[src/rtl/packet_buffer_service_sim_core_defines.svh]
// ----------------------------------------------------------------------------
// packet buffer service core: assertion macros
// shared concurrent assertion forms, clocked on clk, masked during reset
// ----------------------------------------------------------------------------
`ifndef PACKET_BUFFER_SERVICE_SIM_CORE_DEFINES_SVH
`define PACKET_BUFFER_SERVICE_SIM_CORE_DEFINES_SVH

// same-cycle implication
`define PBSS_ASSERT_SAME(lbl, ante, cons) \
  lbl: assert property (@(posedge clk) disable iff (!rst_n) (ante) |-> (cons)) \
    else $error("pbss assertion failed");

// next-cycle implication
`define PBSS_ASSERT_NEXT(lbl, ante, cons) \
  lbl: assert property (@(posedge clk) disable iff (!rst_n) (ante) |=> (cons)) \
    else $error("pbss assertion failed");

`endif

[src/rtl/pbss_pkg.sv]
// ----------------------------------------------------------------------------
// pbss_pkg
// types and constants shared by the packet buffer service core
// ----------------------------------------------------------------------------
`default_nettype none

package pbss_pkg;

  localparam int ARR_W  = 32;
  localparam int PROC_W = 16;
  localparam int TIME_W = 33;
  localparam int CFG_W  = 7;

  localparam logic [TIME_W-1:0] TIME_MAX       = {TIME_W{1'b1}};
  localparam logic [CFG_W-1:0]  BUF_SIZE_RESET = 7'd64;

  typedef enum logic [3:0] {
    ST_IDLE    = 4'b0001,
    ST_RETIRE  = 4'b0010,
    ST_DECIDE  = 4'b0100,
    ST_DELIVER = 4'b1000
  } state_t;

  // controller to datapath
  typedef struct packed {
    logic accept;
    logic retire;
    logic decide;
    logic load;
  } cmd_t;

  // datapath to controller
  typedef struct packed {
    logic retire_ok;
  } sts_t;

endpackage

`default_nettype wire

[src/rtl/pbss_ram.sv]
// ----------------------------------------------------------------------------
// pbss_ram
// generic single write, single read ram with registered read data
// ----------------------------------------------------------------------------
`default_nettype none

module pbss_ram #(
  parameter int WIDTH  = 33,
  parameter int DEPTH  = 64,
  parameter int ADDR_W = (DEPTH > 1) ? $clog2(DEPTH) : 1
) (
  input  wire logic              clk,
  input  wire logic              wr_en,
  input  wire logic [ADDR_W-1:0] wr_addr,
  input  wire logic [WIDTH-1:0]  wr_data,
  input  wire logic [ADDR_W-1:0] rd_addr,
  output logic      [WIDTH-1:0]  rd_data
);

  logic [WIDTH-1:0] mem [DEPTH];
  logic [WIDTH-1:0] rd_data_r;

  always_ff @(posedge clk) begin
    if (wr_en) begin
      mem[wr_addr] <= wr_data;
    end
    rd_data_r <= mem[rd_addr];
  end

  assign rd_data = rd_data_r;

endmodule

`default_nettype wire

[src/rtl/pbss_ctrl.sv]
// ----------------------------------------------------------------------------
// pbss_ctrl
// sequencer: accept, retire finished entries, decide, deliver result
// ----------------------------------------------------------------------------
`default_nettype none

module pbss_ctrl
  import pbss_pkg::*;
(
  input  wire logic clk,
  input  wire logic rst_n,
  input  wire logic in_valid,
  output logic      in_stall,
  output logic      out_valid,
  input  wire logic out_stall,
  input  wire sts_t sts,
  output cmd_t      cmd
);

  state_t state_r, state_nxt;
  logic   out_valid_r, out_valid_nxt;

  always_comb begin
    state_nxt = state_r;
    cmd       = '0;
    case (state_r)
      ST_IDLE: begin
        if (in_valid) begin
          cmd.accept = 1'b1;
          state_nxt  = ST_RETIRE;
        end
      end
      ST_RETIRE: begin
        if (sts.retire_ok) begin
          cmd.retire = 1'b1;
        end else begin
          state_nxt = ST_DECIDE;
        end
      end
      ST_DECIDE: begin
        cmd.decide = 1'b1;
        state_nxt  = ST_DELIVER;
      end
      ST_DELIVER: begin
        if (!out_valid_r || !out_stall) begin
          cmd.load  = 1'b1;
          state_nxt = ST_IDLE;
        end
      end
      default: begin
        state_nxt = ST_IDLE;
      end
    endcase
  end

  always_comb begin
    if (cmd.load) begin
      out_valid_nxt = 1'b1;
    end else if (!out_stall) begin
      out_valid_nxt = 1'b0;
    end else begin
      out_valid_nxt = out_valid_r;
    end
  end

  always_ff @(posedge clk) begin
    if (!rst_n) begin
      state_r     <= ST_IDLE;
      out_valid_r <= 1'b0;
    end else begin
      state_r     <= state_nxt;
      out_valid_r <= out_valid_nxt;
    end
  end

  assign in_stall  = (state_r != ST_IDLE);
  assign out_valid = out_valid_r;

endmodule

`default_nettype wire

[src/rtl/pbss_dp.sv]
// ----------------------------------------------------------------------------
// pbss_dp
// queue pointers, occupancy, start and finish arithmetic, result registers
// ----------------------------------------------------------------------------
`default_nettype none

module pbss_dp
  import pbss_pkg::*;
#(
  parameter int DEPTH  = 64,
  parameter int IDX_W  = (DEPTH > 1) ? $clog2(DEPTH) : 1
) (
  input  wire logic              clk,
  input  wire logic              rst_n,
  input  wire cmd_t              cmd,
  output sts_t                   sts,
  input  wire logic [ARR_W-1:0]  in_arrival_time,
  input  wire logic [PROC_W-1:0] in_process_time,
  output logic                   out_dropped,
  output logic [TIME_W-1:0]      out_start_time,
  input  wire logic              cfg_valid,
  output logic                   cfg_ready,
  input  wire logic [CFG_W-1:0]  cfg_buffer_size,
  // store ports
  output logic                   mem_wr_en,
  output logic [IDX_W-1:0]       mem_wr_addr,
  output logic [TIME_W-1:0]      mem_wr_data,
  output logic [IDX_W-1:0]       mem_rd_addr,
  input  wire logic [TIME_W-1:0] mem_rd_data
);

  localparam int OCC_W = $clog2(DEPTH + 1);
  localparam int CNT_W = (OCC_W > CFG_W) ? OCC_W : CFG_W;

  logic [CFG_W-1:0]  buf_size_r;
  logic [IDX_W-1:0]  head_r, head_nxt;
  logic [IDX_W-1:0]  tail_r, tail_nxt;
  logic [OCC_W-1:0]  occ_r, occ_nxt;
  logic [TIME_W-1:0] last_r;
  logic [ARR_W-1:0]  arr_r;
  logic [PROC_W-1:0] proc_r;
  logic              res_dropped_r;
  logic [TIME_W-1:0] res_start_r;
  logic              out_dropped_r;
  logic [TIME_W-1:0] out_start_r;

  logic [CNT_W-1:0]  cap;
  logic              drop;
  logic [TIME_W-1:0] arr_ext;
  logic [TIME_W-1:0] start;
  logic [TIME_W:0]   sum;
  logic [TIME_W-1:0] finish;
  logic              push;

  assign arr_ext = {1'b0, arr_r};

  // capacity saturates at the store depth
  assign cap = (CNT_W'(buf_size_r) > CNT_W'(DEPTH)) ? CNT_W'(DEPTH) : CNT_W'(buf_size_r);
  assign drop = (CNT_W'(occ_r) >= cap);

  assign start  = ((occ_r != '0) && (last_r > arr_ext)) ? last_r : arr_ext;
  assign sum    = {1'b0, start} + (TIME_W + 1)'(proc_r);
  assign finish = sum[TIME_W] ? TIME_MAX : sum[TIME_W-1:0];
  assign push   = cmd.decide && !drop;

  assign sts.retire_ok = (occ_r != '0) && (mem_rd_data <= arr_ext);

  always_comb begin
    head_nxt = head_r;
    if (cmd.retire) begin
      head_nxt = (head_r == IDX_W'(DEPTH - 1)) ? '0 : head_r + 1'b1;
    end
  end

  always_comb begin
    tail_nxt = tail_r;
    if (push) begin
      tail_nxt = (tail_r == IDX_W'(DEPTH - 1)) ? '0 : tail_r + 1'b1;
    end
  end

  always_comb begin
    occ_nxt = occ_r;
    if (cmd.retire) begin
      occ_nxt = occ_r - 1'b1;
    end else if (push) begin
      occ_nxt = occ_r + 1'b1;
    end
  end

  always_ff @(posedge clk) begin
    if (!rst_n) begin
      buf_size_r <= BUF_SIZE_RESET;
      head_r     <= '0;
      tail_r     <= '0;
      occ_r      <= '0;
    end else begin
      if (cfg_valid) begin
        buf_size_r <= cfg_buffer_size;
      end
      head_r <= head_nxt;
      tail_r <= tail_nxt;
      occ_r  <= occ_nxt;
    end
  end

  always_ff @(posedge clk) begin
    if (cmd.accept) begin
      arr_r  <= in_arrival_time;
      proc_r <= in_process_time;
    end
    if (push) begin
      last_r <= finish;
    end
    if (cmd.decide) begin
      res_dropped_r <= drop;
      res_start_r   <= drop ? '0 : start;
    end
    if (cmd.load) begin
      out_dropped_r <= res_dropped_r;
      out_start_r   <= res_start_r;
    end
  end

  // head entry is re-read every cycle
  assign mem_rd_addr = head_nxt;
  assign mem_wr_en   = push;
  assign mem_wr_addr = tail_r;
  assign mem_wr_data = finish;

  assign cfg_ready      = 1'b1;
  assign out_dropped    = out_dropped_r;
  assign out_start_time = out_start_r;

endmodule

`default_nettype wire

[src/rtl/packet_buffer_service_sim_core.sv]
// result path: an accepted request runs the retire loop, then decide, then deliver into the
// output register, which waits while a stalled result is held there; no new request is taken until then;
// the retire loop walks one entry a cycle through the single read port of the finish store
// reset: rst_n synchronous, active low; empty queue, buffer size 64, no clearing pass
// ----------------------------------------------------------------------------
// packet_buffer_service_sim_core
// single server with a finite buffer and tail drop; one result per request
// ----------------------------------------------------------------------------
`default_nettype none

`include "packet_buffer_service_sim_core_defines.svh"

module packet_buffer_service_sim_core
  import pbss_pkg::*;
#(
  parameter int DEPTH = 64
) (
  input  wire logic              clk,
  input  wire logic              rst_n,
  // request channel
  input  wire logic              in_valid,
  output logic                   in_stall,
  input  wire logic [ARR_W-1:0]  in_arrival_time,
  input  wire logic [PROC_W-1:0] in_process_time,
  // result channel
  output logic                   out_valid,
  input  wire logic              out_stall,
  output logic                   out_dropped,
  output logic [TIME_W-1:0]      out_start_time,
  // buffer size register
  input  wire logic              cfg_valid,
  output logic                   cfg_ready,
  input  wire logic [CFG_W-1:0]  cfg_buffer_size
);

  localparam int IDX_W = (DEPTH > 1) ? $clog2(DEPTH) : 1;

  cmd_t              cmd;
  sts_t              sts;
  logic              mem_wr_en;
  logic [IDX_W-1:0]  mem_wr_addr;
  logic [TIME_W-1:0] mem_wr_data;
  logic [IDX_W-1:0]  mem_rd_addr;
  logic [TIME_W-1:0] mem_rd_data;

  // sequencer: idle, retire loop, decide, deliver into the output register
  pbss_ctrl u_ctrl (
    .clk       (clk),
    .rst_n     (rst_n),
    .in_valid  (in_valid),
    .in_stall  (in_stall),
    .out_valid (out_valid),
    .out_stall (out_stall),
    .sts       (sts),
    .cmd       (cmd)
  );

  // pointers, occupancy and the start time arithmetic
  pbss_dp #(
    .DEPTH (DEPTH),
    .IDX_W (IDX_W)
  ) u_dp (
    .clk             (clk),
    .rst_n           (rst_n),
    .cmd             (cmd),
    .sts             (sts),
    .in_arrival_time (in_arrival_time),
    .in_process_time (in_process_time),
    .out_dropped     (out_dropped),
    .out_start_time  (out_start_time),
    .cfg_valid       (cfg_valid),
    .cfg_ready       (cfg_ready),
    .cfg_buffer_size (cfg_buffer_size),
    .mem_wr_en       (mem_wr_en),
    .mem_wr_addr     (mem_wr_addr),
    .mem_wr_data     (mem_wr_data),
    .mem_rd_addr     (mem_rd_addr),
    .mem_rd_data     (mem_rd_data)
  );

  // circular store of finish times; read data is used only while the queue is occupied
  pbss_ram #(
    .WIDTH  (TIME_W),
    .DEPTH  (DEPTH),
    .ADDR_W (IDX_W)
  ) u_finish_store (
    .clk     (clk),
    .wr_en   (mem_wr_en),
    .wr_addr (mem_wr_addr),
    .wr_data (mem_wr_data),
    .rd_addr (mem_rd_addr),
    .rd_data (mem_rd_data)
  );

  // one request in flight: an accepted request blocks the next one
  `PBSS_ASSERT_NEXT(a_busy_after_accept, in_valid && !in_stall, in_stall)
  // a dropped request reports a zero start time
  `PBSS_ASSERT_SAME(a_drop_zero_start, out_valid && out_dropped, out_start_time == '0)
  // the sequencer issues at most one command per cycle
  `PBSS_ASSERT_SAME(a_cmd_onehot, 1'b1,
                    $onehot0({cmd.accept, cmd.retire, cmd.decide, cmd.load}))
  // no store write while the retire loop is walking the queue
  `PBSS_ASSERT_SAME(a_no_write_in_retire, cmd.retire, !mem_wr_en)

endmodule

`default_nettype wire
[config.mk]
export PLATFORM = sky130hd
export DESIGN_NAME = packet_buffer_service_sim_core
export DESIGN_NICKNAME = d
export VERILOG_FILES = /design/src/rtl/pbss_pkg.sv /design/src/rtl/pbss_ram.sv /design/src/rtl/pbss_ctrl.sv /design/src/rtl/pbss_dp.sv /design/src/rtl/packet_buffer_service_sim_core.sv
export VERILOG_INCLUDE_DIRS = /design/src /design/src/rtl
export SDC_FILE = /design/constraint.sdc
export NUM_CORES = 2
export LEC_CHECK = 0
export BUFFER_PORTS_ARGS = -buffer_cell sky130_fd_sc_hd__buf_2
export CORE_ASPECT_RATIO = 0.75
export CORE_UTILIZATION = 30
export CTS_CLUSTER_DIAMETER = 30
export DETAILED_ROUTE_END_ITERATION = 10
export HOLD_SLACK_MARGIN = 0.06
export PLACE_DENSITY = 0.54
export REMOVE_ABC_BUFFERS = 1
export SLEW_MARGIN = 20
export SYNTH_ARGS = -nofsm -noshare
export SYNTH_HDL_FRONTEND = slang
export SYNTH_HIERARCHICAL = 1
export SYNTH_SLANG_ARGS = --single-unit
export TNS_END_PERCENT = 30
[constraint.sdc]
create_clock -name clk -period 11.95 [get_ports clk]
set_clock_uncertainty 0.15 [all_clocks]
set_input_delay 0.5975 -clock clk [delete_from_list [all_inputs] [get_ports clk]]
set_output_delay 0.5975 -clock clk [all_outputs]
set_load 0.005 [all_outputs]
==> summary.txt <==
Critical path
  • Worst Reg-to-Reg Cells: 24
  • FF-to-FF Start: u_dp/arr_r[10]
  • R2R Setup Slk: 3.91 ns
  • Startpoint types: flip-flop
  • RR Endpoint: u_finish_store/rd_data[6]
  • CP Class: flip-flop to flip-flop
  • CP Capture Type: flip-flop
  • Worst EP required: 12.51 ns
  • Arrival @ worst endpoint: 8.60 ns
  • Crit Path Max Fanout: 40

Route
  • Drt pass-1 iters: 6
  • Routed via count: between 40k and 50k
  • Remaining DRCs: 0
  • WL/cell: 30.2 um
  • ANT nets after route: 0
  • DRT iter0 DRCs: 6,127
  • Vias per cell: roughly 5.2
  • Final wirelength: 280 mm

Yosys
  • Share of the yosys chip area belonging to registers: 0.760
  • Mapped Area: just over 90,000 um^2
  • Yosys warnings: 6
  • Average size of a mapped cell: slightly above 20 um^2
  • Synth Register Bits: ~2.3k
  • Most common cell in the netlist: edfxtp_1
  • Syn Inst Count: approximately 4.5k
  • EDFF count, synth: ~2.3k
  • Unique cell type count in the Yosys netlist: 84
  • Post-synth top cells: edfxtp_1 (2,261), mux4_2 (485), nand2_1 (188)
  • Yosys top cell area share: 0.746
  • Main area contributors after synthesis: edfxtp_1 (75%), mux4_2 (12%), dfxtp_1 (1.4%), mux2i_1 (1.4%), ha_1 (1.3%)
  • Top_reg_cell synth: edfxtp_1
  • Yosys top cell by area: edfxtp_1
  • Asr flop ratio synth: 0

Cells and area
  • Fin nets: 5,070
  • Synthesis-to-layout area growth: 20.9%
  • Layout cells sized above 1: 0.290
  • Finished Cell Area: around 110,000 um^2

Global routing
  • Largest net degree at the start of global routing: 85
  • GRT Util Overall: 0.179
  • Overflow after GRT: 0
  • Initial antenna violation count: 38
  • Vias in the first global route: 47.1k
  • First-pass GRT wire length: 384 mm

Clock network
  • Post-CTS setup buffers: 0
  • Root Buffer: clkbuf_16
  • CTS Buf Count: 362
  • Max Root-Sink Buffers: 4
  • Reg clk slew, reported paths: 0.06 ns
  • CTS tree: done
  • H-tree depth reported by CTS: 5
  • Post-CTS Hold Buffers: 59
  • Clk_lat worst skew: between 0.8 and 0.9 ns
  • Num Clock Sinks: 2,325
  • Cts repair resizes: 0

Placement
  • # port buffers: 95
  • DP Wirelength: 160 mm
  • Pre-CTS setup slack: 3.99 ns
  • Post-DP Area: 97,400 um^2
  • GP Congestion: 0.812

Hold path
  • Min-Delay Endpoint: u_dp/buf_size_r[0]
  • Hold Path Stages: 3
  • Hold path start: cfg_valid
  • Min-Delay Path Class: input pin to flip-flop

Pwr
  • Sw frac: 0.231
  • Leakage: 34.4 nW
  • Maximum vdd drop: 0.127 mV
  • Sequential power share: 0.454
  • Power Density: 187 nW/um^2
  • Clock power frac: 0.503
  • Comb pwr share: 0.042
  • Pint: 15.9 mW
  • Total Power: 20.6 mW
  • Psw: 4.76 mW

STA
  • Hold WS: 0.112 ns
  • Setup TNS: 0 ns
  • Final hold violations: 0
  • Final setup fails: 0
  • Final min period: 8.04 ns
  • Slew Limit Fails: 0
  • Final period utilization: 0.673
  • Final setup margin: 3.91 ns
  • Relative slew margins: 0.176
  • RSZ-0062 raised after global routing: no
  • Worst Tran Pin Value: between 1 and 1.5 ns
  • Achievable frequency: 0.124 GHz

Floorplan
  • Die ar.: about 310,000 um^2
  • Die Wd: 638 um
  • Placement row count: 174
  • # IOs: 97
  • Floorplan Core Area: 301,000 um^2
  • Height of the die: 479 um
  • Initial Util: 0.303

Run status
  • Status: complete, no violations

Job
  • Max-Cap Viols: 0
==> kinds of logic (layout without fill, tap and decap cells) <==
family / after synthesis / after routing / share of synthesized area
and+or+nand+nor: 658 / 658 / 0.0364
buffers and inverters: 278 / 1030 / 0.0167
muxes: 623 / 623 / 0.135
other: 1 / 14 / 0.0000412
adders and majority gates: 96 / 96 / 0.0134
AOI/OAI and AO/OA: 444 / 444 / 0.0349
xor gates and xnor gates: 37 / 37 / 0.00356
DFF: 2325 / 2325 / 0.760
==> critical path, cell delays in order (launching register included) <==
cell      delay, ns
edfxtp_1       0.36
inv_1          0.11
ha_1           0.25
a21o_1         0.16
a21o_1         0.17
a21o_1         0.17
a21o_1         0.17
a21oi_1        0.15
nor2b_1        0.06
o21ai_0        0.24
a31oi_1        0.14
o21ai_0        0.56
nand2_1        0.18
nor4_2         0.17
buf_4          0.30
nand2_1        0.13
xnor2_2        0.33
buf_4          0.47
buf_4          0.73
buf_4          0.59
buf_4          0.59
mux4_2         0.41
o22ai_1        0.53
o21ai_0        0.39
o221a_1        0.21
==> sequential cells by signal, summed over array words and instances, names as in the netlist, 4 cells and up <==
register                cells
u_ctrl/state_r              4
u_dp/arr_r                 32
u_dp/buf_size_r             7
u_dp/head_r                 6
u_dp/last_r                33
u_dp/mem_wr_addr            6
u_dp/occ_r                  7
u_dp/out_start_time        33
u_dp/proc_r                16
u_dp/res_start_r           33
u_finish_store/mem       2112
u_finish_store/rd_data     33
==> per-layer routing <==
metal / vias up / part of all wire / track usage
met4: 10 / 0.024 / 0.0475
met5: - / 0.00025 / 0
met1: 25900 / 0.42 / 0.257
met3: 378 / 0.14 / 0.0788
li1: 19600 / - / -
met2: 2679 / 0.41 / 0.245
==> per-stage QoR <==
stage | std cells | utilization
finish | 9275 | 0.366
global route | 9263 | 0.366
CTS | 9260 | 0.366
detailed placement | 8537 | 0.324
global placement | 8536 | 0.323
floorplan | 4233 | -
==> area by class of cell <==
type	instances	area, um^2
tap	4048	5060
clock buffer	395	9320
multi-input combinational	1859	21200
fill	27600	191000
antenna	13	32.5
timing repair buffer	317	2400
inverter	49	184
sequential	2325	69200
clock inverter	269	2750
==> power by group through the flow <==
stage	registers, mW	clock network, mW	logic (mW)
2_1_floorplan	9.55	0	0.348
3_3_place_gp	9.53	0	0.827
3_5_place_dp	9.53	0	0.862
4_1_cts	9.37	10.5	0.877
5_1_grt	9.37	10.9	0.927
6_report	9.37	10.4	0.870
==> layout by cell type (no fill, tap or decap), types with 30 or more instances in the layout <==
| cell type | n |
|---|---|
| o22ai_1 | 60 |
| a21oi_1 | 52 |
| o21ai_0 | 46 |
| clkbuf_16 | 367 |
| dlygate4sd3_1 | 59 |
| clkinv_4 | 38 |
| a22oi_1 | 78 |
| ha_1 | 94 |
| and3_1 | 30 |
| buf_2 | 95 |
| edfxtp_1 | 2261 |
| nand2_1 | 169 |
| nand3_1 | 108 |
| nand4_1 | 56 |
| clkinv_1 | 30 |
| nor2b_1 | 53 |
| inv_6 | 59 |
| nor2_4 | 67 |
| buf_4 | 155 |
| mux4_2 | 485 |
| dfxtp_1 | 64 |
| clkinv_2 | 39 |
| o221ai_1 | 45 |
| nor2_1 | 45 |
| inv_1 | 45 |
| clkinvlp_4 | 47 |
| mux2i_1 | 126 |
==> worst max path at each step <==
stage                         from                         end  slack [ns]  cells after the start
finish              u_dp/arr_r[10]   u_finish_store/rd_data[6]        3.91                     24
detailed placement  u_dp/arr_r[10]   u_finish_store/rd_data[6]        3.99                     24
floorplan           u_dp/arr_r[10]  u_finish_store/rd_data[30]      -43.89                     18
global route        u_dp/arr_r[10]   u_finish_store/rd_data[6]        3.44                     24
CTS                 u_dp/arr_r[10]   u_finish_store/rd_data[6]        3.95                     24
global placement    u_dp/arr_r[10]   u_finish_store/rd_data[6]        4.00                     24
(Power assumes the default switching activity.)
